<file path="config.mk">
export PLATFORM = sky130hd
export DESIGN_NAME = bounded_set_table
export DESIGN_NICKNAME = d
export VERILOG_FILES = /design/src/hdl/bst_pkg.sv /design/src/hdl/bst_ctrl.sv /design/src/hdl/bst_datapath.sv /design/src/hdl/bounded_set_table.sv
export SDC_FILE = /design/constraint.sdc
export NUM_CORES = 1
export LEC_CHECK = 0
export BUFFER_PORTS_ARGS = -buffer_cell sky130_fd_sc_hd__buf_2
export CAP_MARGIN = 30
export CELL_PAD_IN_SITES_DETAIL_PLACEMENT = 0
export CELL_PAD_IN_SITES_GLOBAL_PLACEMENT = 1
export CORE_UTILIZATION = 40
export CTS_CLUSTER_DIAMETER = 150
export DETAILED_ROUTE_END_ITERATION = 6
export PLACE_DENSITY_LB_ADDON = 0.05
export SLEW_MARGIN = 20
export SYNTH_ARGS = -nofsm -noshare
export SYNTH_HDL_FRONTEND = slang
export SYNTH_SLANG_ARGS = --single-unit
</file>
<file path="constraint.sdc">
create_clock -name clk -period 5.5 [get_ports clk]
set_input_delay 1.1 -clock clk [delete_from_list [all_inputs] [get_ports clk]]
set_output_delay 1.1 -clock clk [all_outputs]
set_load 0.03 [all_outputs]
</file>
<file path="src/hdl/bst_pkg.sv">
// bst_pkg: shared types and constants for the bounded set table.
// Holds operation codes, default sizes and the controller command word.
// No dependencies.
package bst_pkg;

  localparam int BST_CAPACITY      = 16;
  localparam int BST_ELEMENT_WIDTH = 32;
  localparam int BST_MODE_W        = 2;
  localparam int BST_VALUE_W       = 32;
  localparam int BST_COUNT_OUT_W   = 5;

  typedef enum logic [BST_MODE_W-1:0] {
    MODE_QUERY  = 2'd0,
    MODE_INSERT = 2'd1,
    MODE_DELETE = 2'd2
  } bst_mode_t;

  typedef struct packed {
    logic capture;
    logic commit;
  } bst_cmd_t;

endpackage

</file>
<file path="src/hdl/bst_ctrl.sv">
// bst_ctrl: controller state machine for the bounded set table.
// Sequences capture and commit of one word; depends on bst_pkg.
module bst_ctrl
  import bst_pkg::*;
(
  input  logic     clk,
  input  logic     rst_n,
  input  logic     start,
  output logic     busy,
  output logic     out_valid,
  output bst_cmd_t cmd
);

  typedef enum logic [1:0] {
    ST_IDLE   = 2'b01,
    ST_UPDATE = 2'b10
  } state_t;

  state_t state_r, state_nxt;
  logic   out_valid_r, out_valid_nxt;

  always_comb begin
    state_nxt     = state_r;
    out_valid_nxt = 1'b0;
    cmd.capture   = 1'b0;
    cmd.commit    = 1'b0;
    case (state_r)
      ST_IDLE: begin
        if (start) begin
          cmd.capture = 1'b1;
          state_nxt   = ST_UPDATE;
        end
      end
      ST_UPDATE: begin
        cmd.commit    = 1'b1;
        out_valid_nxt = 1'b1;
        state_nxt     = ST_IDLE;
      end
      default: begin
        state_nxt = ST_IDLE;
      end
    endcase
  end

  always_ff @(posedge clk) begin
    if (!rst_n) begin
      state_r     <= ST_IDLE;
      out_valid_r <= 1'b0;
    end else begin
      state_r     <= state_nxt;
      out_valid_r <= out_valid_nxt;
    end
  end

  assign busy      = (state_r != ST_IDLE);
  assign out_valid = out_valid_r;

  a_accept_busy: assert property (@(posedge clk) disable iff (!rst_n)
    (start && !busy) |=> busy)
    else $error("busy not raised after accept");

  a_busy_once: assert property (@(posedge clk) disable iff (!rst_n)
    busy |=> !busy)
    else $error("busy held past one cycle");

  a_strobe: assert property (@(posedge clk) disable iff (!rst_n)
    (start && !busy) |=> ##1 out_valid)
    else $error("missing result strobe");

endmodule

</file>
<file path="src/hdl/bst_datapath.sv">
// bst_datapath: element cells, per-cell compare, shift and result registers.
// Driven by bst_ctrl commands; depends on bst_pkg.
module bst_datapath
  import bst_pkg::*;
#(
  parameter int CAPACITY      = BST_CAPACITY,
  parameter int ELEMENT_WIDTH = BST_ELEMENT_WIDTH
) (
  input  logic                       clk,
  input  logic                       rst_n,
  input  bst_cmd_t                   cmd,
  input  logic [BST_MODE_W-1:0]      in_mode,
  input  logic [BST_VALUE_W-1:0]     in_value,
  output logic                       out_was_member,
  output logic [BST_COUNT_OUT_W-1:0] out_count,
  output logic                       out_is_empty,
  output logic                       out_is_full,
  output logic                       out_rejected
);

  localparam int CNT_W = $clog2(CAPACITY + 1);
  localparam int IDX_W = (CAPACITY > 1) ? $clog2(CAPACITY) : 1;
  localparam int EXT_W = (ELEMENT_WIDTH > BST_VALUE_W) ? ELEMENT_WIDTH : BST_VALUE_W;
  localparam int CWD_W = (CNT_W > BST_COUNT_OUT_W) ? CNT_W : BST_COUNT_OUT_W;

  logic [ELEMENT_WIDTH-1:0] store_r [CAPACITY];
  logic [CAPACITY-1:0]      hit_r, hit_nxt;
  logic [CNT_W-1:0]         count_r, count_nxt;
  logic [BST_MODE_W-1:0]    mode_r;
  logic [ELEMENT_WIDTH-1:0] value_r;
  logic [EXT_W-1:0]         value_ext;
  logic [ELEMENT_WIDTH-1:0] elem;

  logic                     member;
  logic [IDX_W-1:0]         slot;
  logic                     do_ins, do_del, rej;
  logic [CWD_W-1:0]         count_wide;

  logic                       was_member_r;
  logic [BST_COUNT_OUT_W-1:0] count_out_r;
  logic                       is_empty_r, is_full_r, rejected_r;

  assign value_ext = EXT_W'(in_value);
  assign elem      = value_ext[ELEMENT_WIDTH-1:0];

  always_comb begin
    for (int i = 0; i < CAPACITY; i++) begin
      hit_nxt[i] = (CNT_W'(i) < count_r) && (store_r[i] == elem);
    end
  end

  always_comb begin
    slot = '0;
    for (int i = 0; i < CAPACITY; i++) begin
      slot = slot | (hit_r[i] ? IDX_W'(i) : IDX_W'(0));
    end
  end

  assign member = |hit_r;
  assign do_ins = (mode_r == MODE_INSERT) && !member && (count_r != CNT_W'(CAPACITY));
  assign rej    = (mode_r == MODE_INSERT) && !member && (count_r == CNT_W'(CAPACITY));
  assign do_del = (mode_r == MODE_DELETE) && member;

  always_comb begin
    count_nxt = count_r;
    if (do_ins) begin
      count_nxt = count_r + CNT_W'(1);
    end else if (do_del) begin
      count_nxt = count_r - CNT_W'(1);
    end
  end

  assign count_wide = CWD_W'(count_nxt);

  always_ff @(posedge clk) begin
    if (!rst_n) begin
      count_r <= '0;
    end else if (cmd.commit) begin
      count_r <= count_nxt;
    end
  end

  always_ff @(posedge clk) begin
    if (cmd.capture) begin
      hit_r   <= hit_nxt;
      mode_r  <= in_mode;
      value_r <= elem;
    end
    if (cmd.commit) begin
      was_member_r <= member;
      count_out_r  <= count_wide[BST_COUNT_OUT_W-1:0];
      is_empty_r   <= (count_nxt == '0);
      is_full_r    <= (count_nxt == CNT_W'(CAPACITY));
      rejected_r   <= rej;
    end
  end

  for (genvar g = 0; g < CAPACITY; g++) begin : g_cell
    logic shift_here, ins_here;
    assign shift_here = do_del && (IDX_W'(g) >= slot) && (g < CAPACITY - 1);
    assign ins_here   = do_ins && (count_r == CNT_W'(g));
    always_ff @(posedge clk) begin
      if (cmd.commit) begin
        if (shift_here) begin
          store_r[g] <= store_r[(g < CAPACITY - 1) ? g + 1 : g];
        end else if (ins_here) begin
          store_r[g] <= value_r;
        end
      end
    end
  end

  assign out_was_member = was_member_r;
  assign out_count      = count_out_r;
  assign out_is_empty   = is_empty_r;
  assign out_is_full    = is_full_r;
  assign out_rejected   = rejected_r;

  a_single_hit: assert property (@(posedge clk) disable iff (!rst_n)
    cmd.commit |-> $onehot0(hit_r))
    else $error("value matched in more than one cell");

  a_count_bound: assert property (@(posedge clk) disable iff (!rst_n)
    count_r <= CNT_W'(CAPACITY))
    else $error("count above capacity");

  a_count_hold: assert property (@(posedge clk) disable iff (!rst_n)
    !cmd.commit |=> $stable(count_r))
    else $error("count moved outside commit");

endmodule

</file>
<file path="src/hdl/bounded_set_table.sv">
// bounded_set_table: set of distinct values packed in a row of cells, with count.
// The accepting edge captures the per-cell compare; the update state then commits/shifts the
// cell row and registers the result strobe. busy holds off a new word until the update is done.
// Reset (synchronous, rst_n low) empties the set; cell contents are not cleared.
// The receiver cannot stall: out_valid is high for exactly one cycle per word.
module bounded_set_table
  import bst_pkg::*;
#(
  parameter int CAPACITY      = BST_CAPACITY,
  parameter int ELEMENT_WIDTH = BST_ELEMENT_WIDTH
) (
  input  logic                       clk,
  input  logic                       rst_n,
  input  logic                       start,
  output logic                       busy,
  input  logic [BST_MODE_W-1:0]      in_mode,
  input  logic [BST_VALUE_W-1:0]     in_value,
  output logic                       out_valid,
  output logic                       out_was_member,
  output logic [BST_COUNT_OUT_W-1:0] out_count,
  output logic                       out_is_empty,
  output logic                       out_is_full,
  output logic                       out_rejected
);

  bst_cmd_t cmd;

  bst_ctrl u_ctrl (
    .clk       (clk),
    .rst_n     (rst_n),
    .start     (start),
    .busy      (busy),
    .out_valid (out_valid),
    .cmd       (cmd)
  );

  bst_datapath #(
    .CAPACITY      (CAPACITY),
    .ELEMENT_WIDTH (ELEMENT_WIDTH)
  ) u_datapath (
    .clk            (clk),
    .rst_n          (rst_n),
    .cmd            (cmd),
    .in_mode        (in_mode),
    .in_value       (in_value),
    .out_was_member (out_was_member),
    .out_count      (out_count),
    .out_is_empty   (out_is_empty),
    .out_is_full    (out_is_full),
    .out_rejected   (out_rejected)
  );

endmodule

</file>
==> summary.txt <==
Status
  – Outcome: completed

Clock tree
  – CTS resizes: 0
  – Clock slew at reported path FFs: 0.06 ns
  – H-tree depth: 3
  – CTS tree: yes
  – CTS Root Buffer Type: clkbuf_16
  – Setup Buffers After CTS: 0
  – # clock sinks: 579
  – Num CTS Buffers: 70
  – Hold Buf Count CTS: 0
  – Clock insertion delay at the later pin of the skew report: 0.62 ns
  – Clock Path Buffers: 3

Synth
  – Distinct cells, synth: 54
  – Share of flip-flops with an asynchronous set or reset: 0
  – Largest family of logic cells by synthesized area: multiplexers
  – Area fraction in compound gates after synthesis: 0.0111
  – Syn nets: 2115
  – Synth Cell Area: 30100 um^2
  – Yosys reg bits: 579
  – Mux contribution to synthesized area: 0.182
  – Adder-Cell Fraction of Synth Area: 0.00208
  – Syn Inst Count: 2073
  – Number of flops mapped to enable cells by yosys: 571
  – Avg Cell Area, Syn: 14.5 um^2
  – Post-synthesis simple-gate area fraction: 0.0566
  – Most used DFF post-synth: edfxtp_1
  – Yosys warns: 0
  – Xor and xnor area share after synthesis: 0.148
  – Post-synthesis sequential area ratio: 0.576

STA
  – Final hold vios: 0
  – Fmax: 0.245 GHz
  – Worst-Margin Slew: 1.11 ns
  – Tcrit/Tclk final: 0.741
  – Fin crit period: 4.08 ns
  – Fin worst setup slack: 1.42 ns
  – RSZ-0062 raised after global routing: no
  – Layout Skew: 0.0275 ns
  – Fin. max-slew vios: 0
  – Worst slew margin: 0.260
  – Final setup viols: 0
  – Final setup TNS: 0 ns

Detailed routing
  – Routed wire length: 112000 um
  – Vias/cell: 5.96
  – DRT Pass-1 Iters: 7
  – Post-route ant nets: 0
  – DRC: 0
  – DRT iter0 DRCs: 2271
  – Routed length per instance: 35.7 um
  – Via count: 18800

Cells and area
  – Layout cells sized above 1: 0.239
  – Area delta synth->final: 13.9%
  – Design area: 34200 um^2
  – Fin util: 0.460
  – Net count, final: 2170

Worst setup path
  – Slowest cell delay on critical path: 0.61 ns
  – WP data arrival: 4.30 ns
  – Reg2Reg Setup Slack: 1.42 ns
  – Slowest library cell on the worst path: and4_1
  – Most frequent CP cell: buf_4
  – CP required: 5.73 ns
  – Worst setup SP type: flip-flop
  – Worst-path fanout max: 33
  – Crit. End Element: flip-flop
  – Reg-to-reg endpoint: u_datapath.store_r[1][73]$_DFFE_PP_
  – Crit path buffers/inverters: 3
  – Reg2Reg Depth: 8
  – RR Startpoint: u_datapath.hit_r[7]$_DFFE_PP_
  – Crit-path leading delay family: simple AND/OR/NAND/NOR gates
  – CP cell instances: nor4_2 > and4_1 > inv_2 > nor3_4 > buf_4 > nand3_4 > nand2_1 > buf_4
  – Setup CP Type: reg -> reg

Global routing
  – Gr usage total: 0.294
  – First-pass GRT wire length: 156000 um
  – Vias in the first global route: 19000
  – Initial antenna violation count: 8
  – Largest net degree at the start of global routing: 34
  – GRT Residual Overflow: 0

Power
  – Sequential Power Share: 0.477
  – Logic pwr share: 0.056
  – Peak VDD IR: 0.172 mV
  – Net switching power: 2.44 mW
  – P per Cell Area: 300 nW/um^2
  – Lkg Pwr: 11.3 nW
  – Net Sw Frac: 0.238
  – Internal: 7.82 mW
  – Clock share of power: 0.467

Die
  – Die H: 276 um
  – Die Width: 276 um
  – IO Count: 48
  – Area of the core: 74400 um^2
  – Core Rows: 100
  – Starting density of the core: 0.404
  – Die area: 76200 um^2

Place
  – Routability Congestion: 0.887
  – Pre-CTS setup slack: 1.49 ns
  – Number of port buffers: 47
  – Hpwl dp: 80200 um
  – Placed cell areas: 31900 um^2

Min path
  – Hold Path Sink: u_datapath.store_r[2][29]$_DFFE_PP_
  – Worst Hold Class: reg -> reg
  – Hold Crit Depth: 1
  – Hold Startpoint: u_datapath.store_r[2][61]$_DFFE_PP_

Job
  – Max-cap violations: 0
state kept, by name, summed over array words and instances (netlist names):
signal and count:
u_ctrl.out_valid 1, u_ctrl.state_r 2, u_datapath.count_r 5, u_datapath.hit_r 16, u_datapath.mode_r 2, u_datapath.out_count 5
u_datapath.out_is_empty 1, u_datapath.out_is_full 1, u_datapath.out_rejected 1, u_datapath.out_was_member 1, u_datapath.store_r 512, u_datapath.value_r 32
power groups by stage:
stage | logic [mW] | registers (mW) | clock network (mW)
3_5_place_dp | 0.563 | 4.99 | 0
4_1_cts | 0.566 | 4.89 | 4.85
5_1_grt | 0.594 | 4.89 | 5.00
6_report | 0.578 | 4.89 | 4.79
2_1_floorplan | 0.278 | 4.93 | 0
3_3_place_gp | 0.515 | 5.02 | 0
worst max-delay path by stage:
| stage | depth (start not counted) | slack, ns | from | end |
|---|---|---|---|---|
| global placement | 7 | 1.45 | u_datapath.hit_r[7]$_DFFE_PP_ | u_datapath.store_r[0][53]$_DFFE_PP_ |
| detailed placement | 8 | 1.49 | u_datapath.hit_r[1]$_DFFE_PP_ | u_datapath.store_r[1][73]$_DFFE_PP_ |
| finish | 8 | 1.42 | u_datapath.hit_r[7]$_DFFE_PP_ | u_datapath.store_r[1][73]$_DFFE_PP_ |
| global route | 8 | 1.22 | u_datapath.hit_r[7]$_DFFE_PP_ | u_datapath.store_r[1][92]$_DFFE_PP_ |
| floorplan | 7 | 1.24 | u_ctrl.state_r[0]$_SDFFE_PN1P_ | u_datapath.store_r[0][0]$_DFFE_PP_ |
| CTS | 8 | 1.44 | u_datapath.hit_r[1]$_DFFE_PP_ | u_datapath.store_r[1][73]$_DFFE_PP_ |
per-stage QoR:
| step | hold slack [ns] | power [mW] | instances |
|---|---|---|---|
| 2_1_floorplan | 0.512 | 5.21 | 2073 |
| 3_3_place_gp | 0.568 | 5.53 | 3006 |
| 3_5_place_dp | 0.567 | 5.55 | 3023 |
| 4_1_cts | 0.583 | 10.3 | 3151 |
| 5_1_grt | 0.608 | 10.5 | 3153 |
| 6_report | 0.576 | 10.3 | 3155 |
kinds of logic (layout without fill, tap and decap cells):
logic type	Yosys count	after routing
compound gates	50	50
xor+xnor	508	508
fa+ha+maj	5	5
buf+inv	175	286
flops	579	579
mux	487	487
other cells	0	2
simple gates	269	269
cells in the mapped netlist, types with 2 or more instances:
cell | count | area (um^2)
o21ai_0 | 16 | 80.1
a221oi_1 | 2 | 17.5
mux2_2 | 249 | 2800
edfxtp_1 | 571 | 17100
xor2_1 | 329 | 2880
nand3_4 | 8 | 140
mux2i_1 | 6 | 60.1
xnor2_1 | 179 | 1570
nand3_1 | 26 | 130
nor4_2 | 2 | 25.0
nor3_1 | 22 | 110
clkbuf_1 | 100 | 375
and3b_1 | 3 | 26.3
nor2_1 | 14 | 52.6
nand2b_1 | 5 | 31.3
a31oi_1 | 4 | 25.0
a2111oi_0 | 8 | 70.1
buf_4 | 3 | 22.5
buf_1 | 12 | 45.0
nor4_1 | 90 | 563
nor2b_1 | 2 | 12.5
mux2_1 | 232 | 2610
or3_1 | 3 | 18.8
and4_1 | 2 | 17.5
and2_1 | 3 | 18.8
inv_1 | 18 | 67.6
nand4_1 | 61 | 382
nand2_1 | 16 | 60.1
o22ai_1 | 2 | 12.5
dfxtp_1 | 8 | 160
and3_1 | 5 | 31.3
buf_2 | 39 | 195
ha_1 | 5 | 62.6
a21oi_1 | 8 | 40.0
metal layers:
| metal | GRT usage | up-vias | wire [um] |
|---|---|---|---|
| met3 | 0.0493 | 109 | 8550 |
| met4 | 0.0567 | 0 | 1640 |
| li1 | - | 7841 | - |
| met2 | 0.439 | 822 | 49300 |
| met5 | 0 | - | 0 |
| met1 | 0.447 | 10000 | 53000 |
cell usage in the layout, fill, tap and decap left out, types with 14 or more instances in the layout:
cell type / Yosys / final
edfxtp_1: 571 / 571
xor2_1: 329 / 329
mux2_2: 249 / 249
mux2_1: 232 / 232
xnor2_1: 179 / 179
nor4_1: 90 / 90
clkbuf_16: 0 / 73
buf_4: 3 / 72
nand4_1: 61 / 61
buf_2: 39 / 47
nand3_1: 26 / 24
nor3_1: 22 / 21
inv_1: 18 / 18
nand2_1: 16 / 16
clkinv_1: 1 / 14
worst reg2reg max path, cell delays in order (launching register included):
cell      delay (ns)
edfxtp_1        0.54
nor4_2          0.43
and4_1          0.61
inv_2           0.25
nor3_4          0.22
buf_4           0.34
nand3_4         0.55
nand2_1         0.24
buf_4           0.45
cell type report:
type,count,area [um^2]
well taps,969,1210
diodes,2,5.00
clock inverters,40,407
flip-flops and latches,579,17300
clock buffers,88,1910
fillers,6575,40200
repair buffers,138,1150
inverters,20,75.1
multi-input cells,1319,12200
Note: power is estimated with default switching activity, not from simulation.
